**src/rtl/bmr_pkg.sv**
```systemverilog
// ----------------------------------------------------------------------------
// bmr_pkg
// Shared types, codes and constants of the bitmap rank code lookup.
// ----------------------------------------------------------------------------
package bmr_pkg;

   localparam int BLOCK_SPAN_DEF = 16;
   localparam int STEP_DEPTH_DEF = 32768;
   localparam int BYTE_DEPTH_DEF = 65536;
   localparam int CATEGORIES_DEF = 100;

   localparam int MID_DEPTH  = 4;
   localparam int OUT_DEPTH  = 16;

   localparam int NUMBER_W   = 14;
   localparam int STEP_SUM_W = 16;
   localparam int BYTE_SUM_W = 30;
   localparam int FIELD_W    = 9;

   typedef enum logic [1:0] {
      OP_MAP_WR  = 2'd0,
      OP_STEP_WR = 2'd1,
      OP_BYTE_WR = 2'd2,
      OP_LOOKUP  = 2'd3
   } op_type;

   typedef enum logic [1:0] {
      KIND_STEP_WR = 2'd0,
      KIND_BYTE_WR = 2'd1,
      KIND_LOOKUP  = 2'd2,
      KIND_UNSUP   = 2'd3
   } kind_type;

   typedef struct packed {
      op_type                op;
      logic [6:0]            category;
      logic [NUMBER_W-1:0]   number;
      logic [15:0]           addr;
      logic [31:0]           word;
      logic                  map_valid;
      logic [14:0]           step_base;
      logic [15:0]           index_base;
   } req_type;

   typedef struct packed {
      logic [15:0] code;
      logic        unsupported;
   } rsp_type;

   typedef struct packed {
      logic [14:0] step_base;
      logic [15:0] index_base;
   } map_entry_type;

   typedef struct packed {
      kind_type              kind;
      logic [NUMBER_W-1:0]   number;
      logic [15:0]           addr;
      logic [31:0]           word;
      logic [14:0]           step_base;
      logic [15:0]           index_base;
   } cmd_type;

endpackage

```
**src/rtl/bmr_ram.sv**
```systemverilog
// ----------------------------------------------------------------------------
// bmr_ram
// Generic simple dual-port RAM, one write and one registered read per cycle.
// ----------------------------------------------------------------------------
module bmr_ram #(
   parameter int WIDTH = 8,
   parameter int DEPTH = 1024,
   localparam int AW = (DEPTH > 1) ? $clog2(DEPTH) : 1
) (
   input  logic             clock,
   input  logic             wr_en,
   input  logic [AW-1:0]    wr_addr,
   input  logic [WIDTH-1:0] wr_data,
   input  logic [AW-1:0]    rd_addr,
   output logic [WIDTH-1:0] rd_data
);

   logic [WIDTH-1:0] mem_ff [DEPTH];
   logic [WIDTH-1:0] rd_data_ff;

   always_ff @(posedge clock) begin
      if (wr_en) begin
         mem_ff[wr_addr] <= wr_data;
      end
      rd_data_ff <= mem_ff[rd_addr];
   end

   assign rd_data = rd_data_ff;

endmodule

```
**src/rtl/bmr_front.sv**
```systemverilog
// ----------------------------------------------------------------------------
// bmr_front
// Request side: accept transactions, keep the category map, classify items.
// ----------------------------------------------------------------------------
module bmr_front
   import bmr_pkg::*;
#(
   parameter int CATEGORIES  = CATEGORIES_DEF,
   parameter int QUEUE_DEPTH = MID_DEPTH,
   localparam int CA = (CATEGORIES > 1) ? $clog2(CATEGORIES) : 1,
   localparam int CW = $clog2(QUEUE_DEPTH + 1)
) (
   input  logic          clock,
   input  logic          reset,
   input  logic          req_push,
   output logic          req_full,
   input  req_type       req_data,
   input  logic [CW-1:0] q_count,
   output logic          q_push,
   output cmd_type       q_data
);

   logic          accept, cat_ok, map_wr;
   logic [CA-1:0] cat_idx;
   logic          map_valid_ff [CATEGORIES];
   logic          s1_valid_ff, s1_valid_in;
   logic          s1_hit_ff, s1_hit_in;
   req_type       s1_req_ff;
   logic [$bits(map_entry_type)-1:0] map_rd;
   map_entry_type map_entry;

   assign req_full = (32'(q_count) + 32'(s1_valid_ff)) >= 32'(QUEUE_DEPTH);
   assign accept   = req_push && !req_full;
   assign cat_ok   = 32'(req_data.category) < 32'(CATEGORIES);
   assign cat_idx  = CA'(req_data.category);
   assign map_wr   = accept && (req_data.op == OP_MAP_WR) && cat_ok;
   assign s1_valid_in = accept && (req_data.op != OP_MAP_WR);
   assign s1_hit_in   = cat_ok && map_valid_ff[cat_idx];

   bmr_ram #(
      .WIDTH ($bits(map_entry_type)),
      .DEPTH (CATEGORIES)
   ) u_map_ram (
      .clock   (clock),
      .wr_en   (map_wr),
      .wr_addr (cat_idx),
      .wr_data ({req_data.step_base, req_data.index_base}),
      .rd_addr (cat_idx),
      .rd_data (map_rd)
   );

   assign map_entry = map_entry_type'(map_rd);

   always_ff @(posedge clock) begin
      if (reset) begin
         s1_valid_ff <= 1'b0;
         for (int i = 0; i < CATEGORIES; i++) begin
            map_valid_ff[i] <= 1'b0;
         end
      end else begin
         s1_valid_ff <= s1_valid_in;
         if (map_wr) begin
            map_valid_ff[cat_idx] <= req_data.map_valid;
         end
      end
   end

   always_ff @(posedge clock) begin
      if (accept) begin
         s1_req_ff <= req_data;
         s1_hit_ff <= s1_hit_in;
      end
   end

   always_comb begin
      q_data            = '0;
      q_data.number     = s1_req_ff.number;
      q_data.addr       = s1_req_ff.addr;
      q_data.word       = s1_req_ff.word;
      q_data.step_base  = map_entry.step_base;
      q_data.index_base = map_entry.index_base;
      unique case (s1_req_ff.op)
         OP_STEP_WR: q_data.kind = KIND_STEP_WR;
         OP_BYTE_WR: q_data.kind = KIND_BYTE_WR;
         OP_LOOKUP:  q_data.kind = s1_hit_ff ? KIND_LOOKUP : KIND_UNSUP;
         default:    q_data.kind = KIND_UNSUP;
      endcase
   end

   assign q_push = s1_valid_ff;

   a_no_overflow: assert property (@(posedge clock) disable iff (reset)
      q_push |-> 32'(q_count) < 32'(QUEUE_DEPTH))
      else $error("command queue pushed while full");

endmodule

```
**config.mk**
```make
export PLATFORM = sky130hd
export DESIGN_NAME = bmr_front
export DESIGN_NICKNAME = d
export VERILOG_FILES = /design/src/rtl/bmr_pkg.sv /design/src/rtl/bmr_ram.sv /design/src/rtl/bmr_front.sv
export SDC_FILE = /design/constraint.sdc
export NUM_CORES = 2
export LEC_CHECK = 0
export BUFFER_PORTS_ARGS = -buffer_cell sky130_fd_sc_hd__buf_2
export CORE_ASPECT_RATIO = 2
export CORE_UTILIZATION = 45
export CTS_CLUSTER_DIAMETER = 120
export CTS_CLUSTER_SIZE = 25
export DETAILED_ROUTE_END_ITERATION = 16
export PLACE_DENSITY = 0.57
export SYNTH_ARGS = -nofsm -noshare
export SYNTH_HDL_FRONTEND = slang
export SYNTH_HIERARCHICAL = 1
export SYNTH_SLANG_ARGS = --single-unit
```
**constraint.sdc**
```tcl
create_clock -name clock -period 11.1 [get_ports clock]
set_input_delay 2.775 -clock clock [delete_from_list [all_inputs] [get_ports clock]]
set_output_delay 2.775 -clock clock [all_outputs]
set_load 0.01 [all_outputs]
```
# Word-level counts from Yosys, hierarchy flattened
# Memories as Yosys holds them, arrays and structs flattened. A register that Yosys moved wholly into a read port is not among the register bits.
# Cells that the tools add are included.
# Widths: inputs -> output; s select.
totals:
  ff_bits: 66
  ram_bits: 3200
  inputBits: 109
  elab_cells: 34
  n_memories: 2
op_classes:
  add_sub_neg: 1
  n_lt_le_gt_ge: 2
  n_eq_ne: 3
  muxes: 11
  reduce_logical: 9
memory_table:
  columns: ["name", "words", "width", "read_ports", "rd_clocked_by_memory_dff", "wr", "line_no", "source"]
  rows:
  - ["u_map_ram.mem_ff", 100, 31, 1, 1, 1, "bmr_ram.sv:18", "logic [WIDTH-1:0] mem_ff [DEPTH];"]
  - ["map_valid_ff", 100, 1, 1, 0, 100, "bmr_front.sv:25", "logic map_valid_ff [CATEGORIES];"]
ops:
  columns: ["cell", "count"]
  rows:
  - ["$mux 1", 9]
  - ["$lt 7x7->1 const B", 1]
  - ["$mux 7", 1]
  - ["$pmux 2 s3", 1]
  - ["$logic_and 1x1->1", 5]
  - ["$add 3x1->4", 1]
  - ["$eq 2x2->1 const B", 2]
  - ["$ge 4x3->1 const B", 1]
  - ["$eq 2x1->1 const B", 1]
  - ["$logic_not 2->1", 1]
  - ["$reduce_bool 2->1", 1]
  - ["$logic_not 1->1", 1]
  - ["$reduce_or 1->1", 1]

# Logic depth before layout (Yosys ltp)
logic_depth:
  depth_word: 11
  ltp_mapped: 12

# Hierarchy
# Netlist, hierarchy kept.
by_module_without_submodules:
  columns: ["mod", "n_inst", "cells_each", "area_per_inst_um2"]
  rows:
  - ["bmr_ram", 1, 5246, 118990.4]
  - ["bmr_front", 1, 708, 9126.3]

# Worst setup path after synthesis
# Ideal clock, no wire load.
synth_path:
  path_kind: "input to register"
  startpoint: "input port q_count[0]"
  endpoint: "memory u_map_ram/mem_ff[72][0] in the netlist's numbering, enable pin"
  arrival_ns: 7.620
  required_time_ns: 10.642
  setup_slack_ns: 3.023
  path_stages: 8
  path_cell_list: "a31oi_1 nand2_1 inv_1 and3_1 clkbuf_1 nor2b_1 nand3_1 nor3_1"
synth_via:
  elab_chain_cells: 8
synth_rtl:
  columns: ["element", "line_no", "source"]
  rows:
  - ["start, declared", "bmr_front.sv:18", "input logic [CW-1:0] q_count,"]
  - ["$add 3x1->4", "bmr_front.sv:32", "assign req_full = (32'(q_count) + 32'(s1_valid_ff)) >= 32'(QUEUE_DEPTH);"]
  - ["$ge 4x3->1", "bmr_front.sv:32", null]
  - ["$logic_not 1->1", "bmr_front.sv:33", "assign accept = req_push && !req_full;"]
  - ["$logic_and 1x1->1", "bmr_front.sv:33", null]
  - ["via accept", "bmr_front.sv:23", "logic accept, cat_ok, map_wr;"]
  - ["$logic_and 1x1->1 (2 in a row)", "bmr_front.sv:36", "assign map_wr = accept && (req_data.op == OP_MAP_WR) && cat_ok;"]
  - ["via map_wr", "bmr_front.sv:23", null]
  - ["$mux 1", "bmr_ram.sv:22", "if (wr_en) begin"]
  - ["$mux 1 (implied by the code)", "bmr_ram.sv:23", "mem_ff[wr_addr] <= wr_data;"]
  - ["end, declared", "bmr_ram.sv:18", null]
# The timed path passes the listed nets, and every way through them passes these cells.

==> results.ini <==
[clock_network]
cts_buffer_depth = 4
cts_setup_buffers = 0
hold_buffers = 0
insertion_delay_ps = 910
cts_resized = 0
cts-root-buf = clkbuf_16
htree_levels = 4
cts.clk_slew.worst_paths_ps = 100
cts_buffers = 159
cts.sinks = 3325
cts_tree = done

[layout]
regArea_sq_um = 99530
fillCellCount = 22720
drive_gt1_share_pct = 23.58
final_cell_mix = edfxtp_1, mux4_2, mux2i_1
design_area_sq_um = 139000
nNetsFinal = 6273
final_common_cell = edfxtp_1
finalNonFillerCells = 10040
multiInputGateArea_sq_um = 27190
synthToLayoutAreaGrowth_pct = 8.462

[route]
drc_errors = 0
wl_mm = 376.2
route.met2.wl_mm = 200.3
vias = 62220
wl_met3_mm = 20.91
avgViaCountPerCell = 6.200
post_drt_wl_per_cell_um = 37.49
first_iter_violations = 6980
ant_nets = 0
drt-met1-wl_mm = 128.4
maxUsedRoutingLayer = met5
drt_first_pass_iters = 6

[yosys]
ys.flop_type = edfxtp_1
yosysSeqAreaShare_pct = 77.68
ys_async_sr_fraction_pct = 0
yosysUniqueCellTypes = 60
avgSynthCellArea_sq_um = 21.52
synth_largest_area_cell = edfxtp_1
synth_area_leaders = edfxtp_1, mux4_2, mux2i_1
yosysTopAreaCellShare_pct = 77.18
syn_inst = 5954
ys_ff_latch = 3325
synth_edf_count = 3293
syn_area_sq_um = 128100
yosys_warnings = 6

[placement]
globalplace.congestion = 0.8934
dpl_cell_area_sq_um = 134400
dp.cells = 9754
dp_hpwl_mm = 233.5
portBuffers = 205

[pwr]
power_density_nw_per_um2 = 157.1
p_leak_nw = 42.36
ir_drop_v = 0.0001111

[floorplanning]
ios = 206
die_w_um = 379.3
start_util_pct = 45.30
die_y_um = 756.6
rows = 276
die_area_sq_um = 287000
core_area_sq_um = 282800

[critical_path]
cp_top_family = buffers and inverters
crit_start = req_data[94]
required_ps = 11940
cpPeakStageDelay_ps = 1060
cp-end-kind = register
cp.arrival_ps = 7470
slowest_stage = a2111oi_0
path_buf_inv = 4
cp_max_fo = 91
crit_chain = buf_12 > buf_4 > buf_4 > nor2_2 > buf_4 > a22o_1 > a2111oi_0 > a31oi_1 > a31oi_1 > or4_1
worstReg2RegStart = q_push$_SDFF_PP0_
worstSetupStartpointType = primary input
worst-setup-path-type = in2reg
critPathMostFrequentCell = buf_4

[global_route]
grt_antenna_before_repair = 30
grt_util_all_layers_pct = 26.28
grt-ovfl-total = 0
grt_pass1_vias = 63010
grt_max_degree = 127
grt_pass1_wl_mm = 515.2

[timing]
rsz0062_at_grt = no
hold_viol_final = 0
worstMarginPinSlew_ps = 1447
finalClockSkew_ps = 52.96
finalCritPeriodShare_pct = 59.78
maxSlewViolCount = 0
finalSetupTns_ps = 0
clock.fmax_ghz = 0.1507
slew_headroom_pct = 3.171
timing.final.setup_violations = 0
period_needed_ps = 6635

[hold_path]
hold_path_class = reg2reg
hp-start = q_push$_SDFF_PP0_

[run_status]
status = finished clean

[job]
drv_cap = 0

## cells by family after synthesis
family,after synthesis,share of synthesized area (%)
other,1,0.002927
DFF,3325,77.68
muxes,987,14.96
and+or+nand+nor,584,2.084
buffers and inverters,416,1.803
adders and majority gates,2,0.01953
AOI/OAI and AO/OA,639,3.445
## cell usage after synthesis (all sizes together), types with 59 or more instances
| library cell | number |
|---|---|
| edfxtp | 3293 |
| mux4 | 739 |
| nor2 | 276 |
| buf | 271 |
| mux2i | 244 |
| a22oi | 146 |
| clkbuf | 137 |
| nand2 | 108 |
| o21ai | 99 |
| o21bai | 75 |
| a21oi | 66 |
| o22ai | 59 |
## final timing paths
kind | end | slack (ps) | depth (start not counted)
hold / removal | q_push$_SDFF_PP0_ | 720 | 3
setup / recovery | u_map_ram/rd_data[14]$_DFF_P_ | 4460 | 10
setup reg to reg | u_map_ram/mem_ff[30][3]$_DFFE_PP_ | 7090 | 9
hold reg to reg | q_push$_SDFF_PP0_ | 720 | 3
## routing by layer
metal / GRT usage [%] / vias to the layer above
li1: - / 25070
met5: 0 / -
met1: 30.30 / 33910
met4: 16.27 / 4
met3: 2.493 / 614
met2: 46.83 / 2620
## state kept, by name, indices dropped and copies added, names as in the netlist
register,count
map_valid_ff,128
u_map_ram/mem_ff,3100
s1_hit_ff,1
q_data,62
q_push,1
s1_req_ff,2
u_map_ram/rd_data,31
## layout make-up
class | count | area share, %
clock inverters | 4 | 0.03782
clock buffers | 237 | 3.151
multi-input cells | 2240 | 19.57
repair buffers | 428 | 2.147
inverters | 8 | 0.02161
flip-flops and latches | 3325 | 71.62
well taps | 3753 | 3.379
diodes | 41 | 0.07383
## report_power, final
part / switching, mW / internal (mW) / leakage (nW)
Sequential: 0.0501 / 13.8 / 30.0
Combinational: 0.899 / 0.427 / 10.3
Clock: 3.85 / 2.77 / 2.13
## tightest hold or removal path, delay by kind of cell (launching register included)
family | cells | cell delay (ps)
flops | 1 | 360
simple gates | 2 | 170
compound gates | 1 | 160
## metrics by stage
stage | util [%] | hold slack, ps | total power [mW] | setup slack (ps)
3_3_place_gp | 47.49 | 714.7 | 15.49 | 3121
3_5_place_dp | 47.53 | 699.6 | 15.51 | 3395
6_report | 49.13 | 723.3 | 21.83 | 4465
2_1_floorplan | - | 694.3 | 14.81 | 3023
5_1_grt | 49.12 | 799.1 | 22.36 | 4150
4_1_cts | 49.10 | 731.5 | 21.99 | 4375
(Power assumes the default switching activity.)
