`src/rtl/bmr_fifo.sv`:
```
// ----------------------------------------------------------------------------
// bmr_fifo
// Small register queue with occupancy count.
// ----------------------------------------------------------------------------
module bmr_fifo #(
   parameter int WIDTH = 8,
   parameter int DEPTH = 4,
   localparam int AW = (DEPTH > 1) ? $clog2(DEPTH) : 1,
   localparam int CW = $clog2(DEPTH + 1)
) (
   input  logic             clock,
   input  logic             reset,
   input  logic             push,
   input  logic [WIDTH-1:0] push_data,
   input  logic             pop,
   output logic [WIDTH-1:0] pop_data,
   output logic             full,
   output logic             empty,
   output logic [CW-1:0]    count
);

   logic [WIDTH-1:0] data_ff [DEPTH];
   logic [AW-1:0]    wr_ptr_ff, wr_ptr_in;
   logic [AW-1:0]    rd_ptr_ff, rd_ptr_in;
   logic [CW-1:0]    count_ff, count_in;
   logic             do_push, do_pop;

   assign full    = (count_ff == CW'(DEPTH));
   assign empty   = (count_ff == '0);
   assign count   = count_ff;
   assign do_push = push && !full;
   assign do_pop  = pop && !empty;
   assign pop_data = data_ff[rd_ptr_ff];

   always_comb begin
      wr_ptr_in = wr_ptr_ff;
      rd_ptr_in = rd_ptr_ff;
      count_in  = count_ff;
      if (do_push) begin
         wr_ptr_in = (wr_ptr_ff == AW'(DEPTH - 1)) ? '0 : wr_ptr_ff + AW'(1);
      end
      if (do_pop) begin
         rd_ptr_in = (rd_ptr_ff == AW'(DEPTH - 1)) ? '0 : rd_ptr_ff + AW'(1);
      end
      if (do_push && !do_pop) begin
         count_in = count_ff + CW'(1);
      end else if (do_pop && !do_push) begin
         count_in = count_ff - CW'(1);
      end
   end

   always_ff @(posedge clock) begin
      if (reset) begin
         wr_ptr_ff <= '0;
         rd_ptr_ff <= '0;
         count_ff  <= '0;
      end else begin
         wr_ptr_ff <= wr_ptr_in;
         rd_ptr_ff <= rd_ptr_in;
         count_ff  <= count_in;
      end
   end

   always_ff @(posedge clock) begin
      if (do_push) begin
         data_ff[wr_ptr_ff] <= push_data;
      end
   end

endmodule

```
`config.mk`:
```
export PLATFORM = sky130hd
export DESIGN_NAME = bmr_fifo
export DESIGN_NICKNAME = d
export VERILOG_FILES = /design/src/rtl/bmr_fifo.sv
export SDC_FILE = /design/constraint.sdc
export NUM_CORES = 1
export LEC_CHECK = 0
export BUFFER_PORTS_ARGS = -buffer_cell sky130_fd_sc_hd__buf_2
export CORE_MARGIN = 2
export CORE_UTILIZATION = 49
export DETAILED_ROUTE_END_ITERATION = 8
export PLACE_DENSITY = 0.8
export SLEW_MARGIN = 10
export SYNTH_ARGS = -nofsm -noshare
export SYNTH_HDL_FRONTEND = slang
export SYNTH_SLANG_ARGS = --single-unit
```
`constraint.sdc`:
```
create_clock -name clock -period 2.23 [get_ports clock]
set_input_delay 0.223 -clock clock [delete_from_list [all_inputs] [get_ports clock]]
set_output_delay 0.223 -clock clock [all_outputs]
set_load 0.02 [all_outputs]
```
Yosys cells after proc, flatten, opt, wreduce, memory -nomap -nowiden
Memory sizes are Yosys's and may differ from the RTL's. A register that Yosys moved wholly into a read port is not among the register bits.
Index checks and enable logic that the tools add are counted.
Word-level totals
  register bits after elaboration: 7
  bits in latches: 0
  RAM bits: 32
  bits in read-only memories: 0
  input bits: 12
  output and inout port bits: 13
  word-level logic and storage cells: 29
  memories: 1
Cells by class
  $add $sub $neg: 4
  multiply operators: 0
  div/mod/pow operators: 0
  magnitude comparators: 0
  equal/unequal tests: 3
  shift operators: 0
  multiplexer cells: 8
  bitwise gates (word level): 0
  reductions and logical operators: 10
Memories
  data_ff: words 4, width 8, rd ports 1, clocked after Yosys merged registers in 1, wr ports 1, line 22  | logic [WIDTH-1:0] data_ff [DEPTH];
Operator list (number)
  2-bit two-way mux: 4
  3-bit two-way mux: 2
  2-bit by 1-bit adder with 2-bit output (second input constant): 2
  2-bit == test (second input constant): 2
  1-bit logical AND: 4
  1-bit zero test: 4
  3-bit by 1-bit adder with 3-bit output (second input constant): 1
  3-bit == test (second input constant): 1
  3-bit zero test: 1
  3-bit by 1-bit subtractor with 3-bit output (second input constant): 1
  1-bit two-way mux: 2
  2-bit nonzero test: 1

Longest topological paths before layout
Gate-level depths: netlist of the first run.
  word-level depth: 7
  gate-level depth with buffers: 10
  gate-level depth less buffers: 9

Least setup slack after synthesis of the first run
OpenSTA, ideal clock, no wires.
  path kind: register -> register
  start: reg count_ff[0] (netlist: count[0])
  end: reg count_ff[2] (netlist: count[2])
  library setup time: 0.070 ns
  arrival time: 2.283 ns
  data required time: 2.160 ns
  setup slack: -0.123 ns
  cell stages (with the launch flop): 11
  path buffers: 1
  period minus slack after synthesis: 2.353 ns
  path through: dfxtp_1 -> or3b_1 -> buf_6 -> clkinv_4 -> nor2_2 -> ha_1 -> inv_1 -> fa_1 -> xor2_1 -> or3_2 -> a21oi_1
On the way
  cells in the longest elaborated chain, start to end: 6
  elaborated cells between the ends (all ways): 15
  those cells by class: add/sub (2); eq/ne (1); mux (2); reduce/logical (10)
RTL lines
  from (decl): line 25  | logic [CW-1:0] count_ff, count_in;
  from (signal assigned): line 60  | count_ff <= count_in;
  3-bit == test *: line 28  | assign full = (count_ff == CW'(DEPTH));
  named net full: line 17  | output logic full,
  1-bit zero test *: line 31  | assign do_push = push && !full;
  1-bit logical AND *: line 31
  named net do_push: line 26  | logic do_push, do_pop;
  1-bit zero test: line 47  | end else if (do_pop && !do_push) begin
  1-bit logical AND: line 47
  2-bit nonzero test (no source line)
Mark *: on every way through the listed nets, which the timed path passes. The rest lies on a longest branch. The select of a mux whose other input is x is not followed.
A chain may end at the register's enable or synchronous reset.

Worst setup path in the final report of the first run
  start: reg count_ff[2] (netlist: count[2])
  end: reg count_ff[2] (netlist: count[2])
On the way
  cells in the longest elaborated chain, start to end: 6
  elaborated cells between the ends (all ways): 15
  those cells by class: add/sub (2); eq/ne (1); mux (2); reduce/logical (10)
RTL lines (line)
  3-bit == test *: 28
  1-bit zero test *: 31
  1-bit logical AND *: 31
  named net do_push: 26
  1-bit zero test: 47
  1-bit logical AND: 47
  2-bit nonzero test (no source line)
Marks and branches as above.

==> impl_metrics.yaml, run 1 <==
hold_path:
  worstHoldPathCells: 1
  worst_hold_path_type: "in2reg"
job:
  cap_violations: 0
timing:
  max_freq_mhz: 472.1
  grt_setup_unrepaired: "no"
  finalSetupTns_ns: 0
  setup_ws_ns: 0.1118
  finalCritPeriodShare_pct: 94.99
  slew_violations: 0
  min_period_ns: 2.118
  hold_viol: 0
  fin_worst_skew_ns: 0.006563
  slew_headroom_pct: 63.23
  worst_pin_slew_ns: 0.5508
  setup_violations: 0
  hold-worst-slack_ns: 0.09221
synth:
  synthesis.nets: 111
  synth_warnings: 0
  yosys-top-cells-count: "edfxtp_1 (32), dfxtp_1 (9), mux4_2 (8)"
  synth_top_cell_by_area: "edfxtp_1"
  async_reset_ff_share_pct: 0
  syn_area_per_cell_um2: 17.88
  yosysSeqAreaShare_pct: 69.35
  yosysTopAreaCellShare_pct: 58.40
  synthTopCellsByArea: "edfxtp_1 (58%), dfxtp_1 (11%), mux4_2 (11%)"
  yosysMostFrequentCell: "edfxtp_1"
  synthesis.area_mm2: 0.001645
  synth_cell_type_count: 26
  synth_flop_cell: "edfxtp_1"
  synth-edff-count: 32
  postSynthCellCount: 92
  synth-seq-cells: 41
cts:
  cts_made_buffers: 5
  hold_buffers: 0
  clk_path_buf_depth: 2
  cts_tree: "yes"
  cts_htree_levels: 2
  clk_latency_ns: 0.34
  path_clk_slew_ns: 0.12
  cts-root-buf: "clkbuf_4"
  clock_sinks: 41
setup_path:
  crit_path_start_kind: "flop"
  cp.arrival_ns: 2.40
  critPathMaxFanout: 3
  r2r_cells: 9
  end_kind: "flop"
  crit_required_ns: 2.51
  critPathKind: "reg2reg"
cells_and_area:
  antenna_cells: 0
  fin_cells: 170
  syn2layout_area_growth_pct: 16.73
  nFillCells: 265
  drive_gt1_share_pct: 48.39
  design.final.nets: 142
floorplan:
  dieArea_mm2: 0.003837
  fp.dieH_um: 61.95
  die_w_um: 61.95
  pin_count: 25
  rows: 21
  start_util_pct: 50.10
  coreArea_mm2: 0.003284
pwr:
  powerDensity_mw_per_mm2: 1052
  p_total_mw: 2.021
  vdd.ir_drop.worst_uv: 478.4
  p_leak_nw: 0.7151
placed_design:
  portBuffers: 24
  place_congestion: 0.7681
  hpwl_mm: 1.773
  dp.cells: 161
  dp_worst_setup_slack_ns: -0.004751
detailed_routing:
  drc: 0
  drt-vias-per-instance: 5.235
  dr.pass1.iters: 4
  wl_per_cell_um: 15.17
  vias: 890
  ant_nets: 0
  drtIter0Drc: 23
  wl_mm: 2.579
grt:
  grt_util_all_layers_pct: 14.77
  antenna_found_initial: 0
  grt_max_degree: 14
  overflow: 0
  grt_pass1_wl_mm: 3.836
  first_global_vias: 839
run_status:
  status: "complete, no violations"
cell usage in the layout, fill, tap and decap left out, types with 2 or more instances in the layout:
cell type	n
mux2i_1	2
clkbuf_4	5
dfxtp_1	6
ha_1	5
nor2_1	3
nor3_1	2
clkinv_2	2
edfxtp_1	32
and3_2	4
a21oi_1	2
mux4_2	8
dfxtp_4	3
buf_2	24
nand3_1	2
inv_1	4
xor2_1	2
buf_4	4
state kept, by name, indices dropped and copies added (netlist names), named ones only:
name	count
data_ff	32
count	3
rd_ptr_ff	2
wr_ptr_ff	2
cell families after synthesis:
logic type	count (synthesis)	synth area share (%)
xor gates and xnor gates	2	1.065
AOI/OAI and AO/OA	7	3.041
adders and majority gates	7	5.779
buffers and inverters	9	2.889
and+or+nand+nor	16	5.704
muxes	10	12.17
DFF	41	69.35
metal layers:
layer / part of all wire [%] / track usage (%)
met1: 40 / 16.78
met5: 0 / 0
met3: 6.5 / 6.418
met2: 52 / 24.26
met4: 1.6 / 6.383
power breakdown:
group | internal, mW | switching [mW] | total (mW)
combinational | 0.303 | 0.332 | 0.635
clock | 0.119 | 0.227 | 0.346
sequential | 0.941 | 0.0987 | 1.04
critical path, cell delays in order, from the launching register on:
cell and delay (ns):
dfxtp_4 0.36, or3b_4 0.25, clkinv_4 0.06, nor2_4 0.09, ha_2 0.19, inv_1 0.05, fa_2 0.34, xor2_1 0.15
or3_2 0.42, a21oi_2 0.14
stage by stage:
step                      instance area [µm²]  utilization, %
final                                    1921           58.48
after global routing                     1921           58.48
after CTS                                1882           57.30
after detailed placement                 1824           55.54
after global placement                   1824           55.54
after floorplan                          1648               -
timing repair:
action	CTS	global route
buffers inserted	0	1
setup endpoints to repair	1	1
gates resized for setup	1	9
final timing paths:
kind / startpoint / endpoint / slack [ns]
max: count[2]$_SDFFE_PP0P_ / count[2]$_SDFFE_PP0P_ / 0.11
max reg2reg: count[2]$_SDFFE_PP0P_ / count[2]$_SDFFE_PP0P_ / 0.11
min reg2reg: rd_ptr_ff[0]$_SDFFE_PP0P_ / flop / 0.51
min: push_data[3] / data_ff[2][3]$_DFFE_PP_ / 0.09
final cells by class:
cell class	instances	area, µm²	area share (%)
Tap cell	46	57.56	2.997
Timing Repair Buffer	28	150.1	7.818
Clock buffer	5	37.54	1.954
Multi-Input combinational cell	42	481.7	25.08
Clock inverter	3	17.52	0.9121
Sequential cell	41	1152	60.00
Inverter	5	23.77	1.238
Power figures use the tool's default switching activity.
==> run 2, diff against run 1 <==
--- a/config.mk
+++ b/config.mk
@@ -10,6 +10,7 @@
 export CORE_UTILIZATION = 49
 export DETAILED_ROUTE_END_ITERATION = 8
 export PLACE_DENSITY = 0.8
+export RECOVER_POWER = 50
 export SLEW_MARGIN = 10
 export SYNTH_ARGS = -nofsm -noshare
 export SYNTH_HDL_FRONTEND = slang
==> run 2 against run 1 <==
  * Sequential power hardly changed
  * Flip-flop and latch count unchanged
  * Via count fell by 1.2%
  * Maximum frequency about the same
  * Hold slack better by 0.049 ns
==> impl_metrics.yaml, run 2 (synthesis gave the netlist of run 1 again) <==
run_status:
  status: "complete, no violations"
timing:
  fin_worst_skew_ns: 0.006647
  min_period_ns: 2.118
  slew_violations: 0
  finalCritPeriodShare_pct: 94.97
  worst_pin_slew_ns: 0.5486
  hold_viol: 0
  grt_setup_unrepaired: "no"
  setup_violations: 0
  slew_headroom_pct: 63.38
  max_freq_mhz: 472.2
  setup_ws_ns: 0.1121
  finalSetupTns_ns: 0
pwr:
  power_frac_seq_pct: 52.1
  p_leak_nw: 0.6760
  p_int_mw: 1.339
  powerDensity_mw_per_mm2: 1055
  p_comb_share_pct: 30.6
  switchingPower_uw: 657.1
  sw_frac_of_total_pct: 32.91
  clockPowerShare_pct: 17.3
  vdd.ir_drop.worst_uv: 491.9
  p_total_mw: 1.997
detailed_routing:
  vias: 879
  drtIter0Drc: 23
  drc: 0
  wl_mm: 2.566
  top_layer: "met4"
  wl_met2_mm: 1.309
  wl_per_cell_um: 15.09
  ant_nets: 0
  dr.pass1.iters: 4
  drt-vias-per-instance: 5.171
  route.met3.wl_um: 140
  wl_met1_mm: 1.073
floorplan:
  die_w_um: 61.95
  fp.dieH_um: 61.95
  dieArea_mm2: 0.003837
  start_util_pct: 50.10
  rows: 21
  coreArea_mm2: 0.003284
  pin_count: 25
grt:
  grt_max_degree: 14
  overflow: 0
  antenna_found_initial: 0
  grt_pass1_wl_mm: 3.836
  first_global_vias: 839
  grt_util_all_layers_pct: 14.77
cells_and_area:
  top_register: "data_ff"
  final_common_cell: "edfxtp_1"
  syn2layout_area_growth_pct: 15.06
  final_util_pct: 57.64
  multi_input_area_um2: 480.5
  largest_register_ffs: 32
  design.final.nets: 142
  drive_gt1_share_pct: 37.10
  regArea_mm2: 0.001152
  layout_common_cells: "edfxtp_1 (32), buf_2 (15), clkbuf_1 (13), mux4_2 (8), dfxtp_1 (6)"
  antenna_cells: 0
  fin_cells: 170
  nFillCells: 273
setup_path:
  path_buf_inv: 2
  critPathKind: "reg2reg"
  slowest_delay_ns: 0.42
  crit_path_start_kind: "flop"
  end_kind: "flop"
  crit_chain: "or3b_4 > clkinv_4 > nor2_4 > ha_2 > inv_1 > fa_2 > xor2_1 > or3_2 > a21oi_2"
  critPathMaxFanout: 3
  cp_top_family: "simple AND/OR/NAND/NOR gates"
  cp_slowest_cell: "or3_2"
  cp.arrival_ns: 2.40
  crit_required_ns: 2.51
cts:
  hold_buffers: 0
  clk_path_buf_depth: 2
  cts-root-buf: "clkbuf_4"
  path_clk_slew_ns: 0.11
  cts_made_buffers: 5
  clk_latency_ns: 0.34
  cts_tree: "yes"
  clock_sinks: 41
  cts_htree_levels: 2
placed_design:
  dp_worst_setup_slack_ns: -0.004751
  place_congestion: 0.7681
  dp.cells: 161
  hpwl_mm: 1.773
  portBuffers: 24
hold_path:
  worst_hold_path_type: "in2reg"
job:
  cap_violations: 0
==> run 2: cell count changes in the layout (fill, tap and decap cells not counted) <==
| cell | delta |
|---|---|
| buf_4 | -4 |
| and3_2 | -1 |
| clkbuf_1 | +13 |
| and3_1 | +1 |
| buf_2 | -9 |
==> run 2: what timing repair did <==
item                                    in CTS  in global routing
gates resized for setup                      1                  9
endpoints found under the setup margin       1                  1
buffers inserted                             0                  1
hold endpoints to repair                     0                  0
==> run 2: power groups by stage <==
stage	Sequential, mW	Combinational, mW	Clock [mW]
4_1_cts	1.03	0.612	0.360
3_5_place_dp	1.05	0.603	0
6_report	1.04	0.612	0.345
3_3_place_gp	1.04	0.586	0
5_1_grt	1.06	0.674	0.391
2_1_floorplan	1.02	0.448	0
==> run 2: through the flow <==
stage          cell area, µm²  hold WS (ns)
6_report                 1893        0.1407
5_1_grt                  1893        0.1258
3_5_place_dp             1824        0.4465
4_1_cts                  1882       0.07710
3_3_place_gp             1824        0.4347
2_1_floorplan            1648        0.3219
==> run 2: cell type report <==
class / count / area share, %
clock buffers: 5 / 1.983
clock inverters: 3 / 0.9253
inverters: 5 / 1.256
multi-input cells: 42 / 25.38
flip-flops and latches: 41 / 60.87
well taps: 46 / 3.040
repair buffers: 28 / 6.543
==> run 2: layer usage <==
layer  GRT usage (%)  vias to the layer above
li1                -                      421
met1           16.78                      428
met2           24.26                       24
met3           6.418                        6
met4           6.383                        0
met5               0                        -
==> run 2: final timing paths <==
path / start / to / slack [ns] / depth (start not counted)
setup / recovery: count[2]$_SDFFE_PP0P_ / count[2]$_SDFFE_PP0P_ / 0.11 / 9
hold / removal: reset / count[2]$_SDFFE_PP0P_ / 0.14 / 2
setup reg to reg: count[2]$_SDFFE_PP0P_ / count[2]$_SDFFE_PP0P_ / 0.11 / 9
hold reg to reg: rd_ptr_ff[0]$_SDFFE_PP0P_ / flop / 0.51 / 2
==> run 3, diff against run 2 <==
--- a/config.mk
+++ b/config.mk
@@ -6,6 +6,7 @@
 export NUM_CORES = 1
 export LEC_CHECK = 0
 export BUFFER_PORTS_ARGS = -buffer_cell sky130_fd_sc_hd__buf_2
+export CORE_ASPECT_RATIO = 0.7
 export CORE_MARGIN = 2
 export CORE_UTILIZATION = 49
 export DETAILED_ROUTE_END_ITERATION = 8
==> run 3 against run 2 <==
  * Total power increased by 16%
  * Sequential power barely moved
  * Die area increased by 0.20%
  * Hold slack improved by 0.045 ns
  * First-iteration DRC count is 130% higher
  * Critical path depth unchanged
  * Non-clock buffer count is the same
  * Sequential share of layout area down 2.2 points
  * Core utilization up 4.3 points
  * Clock power grew 80%
  * Maximum frequency shrank 3.5%
==> impl_metrics.yaml, run 3 (synthesis gave the netlist of run 1 again) <==
floorplan:
  pin_count: 25
  start_util_pct: 51.91
  die_w_um: 73.26
  dieArea_mm2: 0.003845
  coreArea_mm2: 0.003169
  fp.dieH_um: 52.48
  rows: 17
cts:
  path_clk_slew_ns: 0.08
  hold_buffers: 0
  clk_path_buf_depth: 2
  cts_htree_levels: 2
  clock_sinks: 41
  clk_latency_ns: 0.29
  cts_made_buffers: 5
  cts_tree: "yes"
  cts-root-buf: "clkbuf_8"
pwr:
  p_comb_share_pct: 27.9
  switchingPower_uw: 701.5
  clockPowerShare_pct: 26.9
  powerDensity_mw_per_mm2: 1175
  sw_frac_of_total_pct: 30.41
  p_int_mw: 1.606
  vdd.ir_drop.worst_uv: 597.3
  power_frac_seq_pct: 45.3
  p_leak_nw: 0.7204
grt:
  grt_util_all_layers_pct: 16.26
  first_global_vias: 854
  grt_pass1_wl_mm: 4.243
  grt_max_degree: 14
  overflow: 0
  antenna_found_initial: 0
detailed_routing:
  wl_mm: 2.756
  drtIter0Drc: 53
  ant_nets: 0
  drc: 0
  dr.pass1.iters: 4
  wl_per_cell_um: 17.01
  drt-vias-per-instance: 5.475
  vias: 887
hold_path:
  worst_hold_path_type: "in2reg"
cells_and_area:
  final_common_cell: "edfxtp_1"
  final_area_mm2: 0.001963
  design.final.nets: 142
  final_util_pct: 61.94
  top_register: "data_ff"
  drive_gt1_share_pct: 41.13
  layout_common_cells: "edfxtp_1 (32), buf_2 (16), mux4_2 (8), clkbuf_1 (8)"
  antenna_cells: 0
  largest_register_ffs: 32
  syn2layout_area_growth_pct: 19.32
placed_design:
  place_congestion: 0.7643
  dpl_cell_area_mm2: 0.001807
  portBuffers: 24
  hpwl_mm: 1.855
setup_path:
  critPathMaxFanout: 6
  critPathKind: "reg2reg"
  end_kind: "flop"
  crit_path_start_kind: "flop"
  cp.arrival_ns: 2.42
  crit_required_ns: 2.46
timing:
  fin_worst_skew_ns: 0.006379
  slew_headroom_pct: 63.19
  setup_violations: 0
  finalSetupTns_ns: 0
  slew_violations: 0
  worst_pin_slew_ns: 0.5514
  min_period_ns: 2.195
  max_freq_mhz: 455.5
  finalCritPeriodShare_pct: 98.44
  hold_viol: 0
run_status:
  status: "complete, no violations"
job:
  cap_violations: 0
==> run 3: changes by cell type in the layout (fill, tap and decap cells not counted), sizes merged <==
cell / delta
buf: +5
bufinv: +1
clkbuf: -4
clkinv: -2
==> run 3: power by group through the flow <==
stage	Combinational [mW]	Clock, mW	Sequential, mW
6_report	0.643	0.620	1.04
5_1_grt	0.701	0.661	1.06
3_3_place_gp	0.581	0	1.04
3_5_place_dp	0.602	0	1.05
4_1_cts	0.611	0.621	1.04
2_1_floorplan	0.448	0	1.02
==> run 3: path summary, 6_finish.rpt <==
path / startpoint / endpoint / slack (ns) / depth (start not counted)
setup / recovery: count[2]$_SDFFE_PP0P_ / count[2]$_SDFFE_PP0P_ / 0.03 / 9
hold / removal: reset / count[2]$_SDFFE_PP0P_ / 0.19 / 2
setup reg to reg: count[2]$_SDFFE_PP0P_ / count[2]$_SDFFE_PP0P_ / 0.03 / 9
hold reg to reg: rd_ptr_ff[0]$_SDFFE_PP0P_ / flop / 0.50 / 2
==> run 3: cell type report <==
type / count / area (µm²)
Timing Repair Buffer: 28 / 140.1
Fill cell: 232 / 1206
Clock buffer: 6 / 82.58
Inverter: 5 / 23.77
Sequential cell: 41 / 1152
Clock inverter: 2 / 37.54
Tap cell: 38 / 47.55
Multi-Input combinational cell: 42 / 479.2
==> run 3: metal layers <==
metal  vias up  GRT usage, %  wire length, µm
li1        413             -                -
met3        10         4.808              122
met4         0         8.333               70
met5         -             0                0
met2        24         24.92             1310
met1       440         21.13             1253
==> run 3: repair_timing <==
item | CTS | global route
gates cloned | 0 | 0
setup endpoints to repair | 1 | 1
resized for setup | 1 | 8
setup buffers | 0 | 2
==> run 3: stage by stage <==
stage	instances	hold slack [ns]	power, mW	setup slack (ns)
2_1_floorplan	92	0.3219	1.468	0.001167
3_3_place_gp	152	0.4318	1.622	0.1106
3_5_place_dp	152	0.4464	1.655	0.04787
4_1_cts	160	0.1429	2.269	0.003590
5_1_grt	162	0.1897	2.427	-0.04446
6_report	162	0.1861	2.307	0.03471
==> run 3: worst max-delay path, stage by stage, from the launching register on <==
cell	delay, ns
dfxtp_4	0.36
or3b_4	0.25
clkinv_4	0.06
nor2_4	0.10
ha_2	0.19
inv_1	0.05
fa_1	0.37
xor2_1	0.16
or3_2	0.44
a21oi_2	0.15
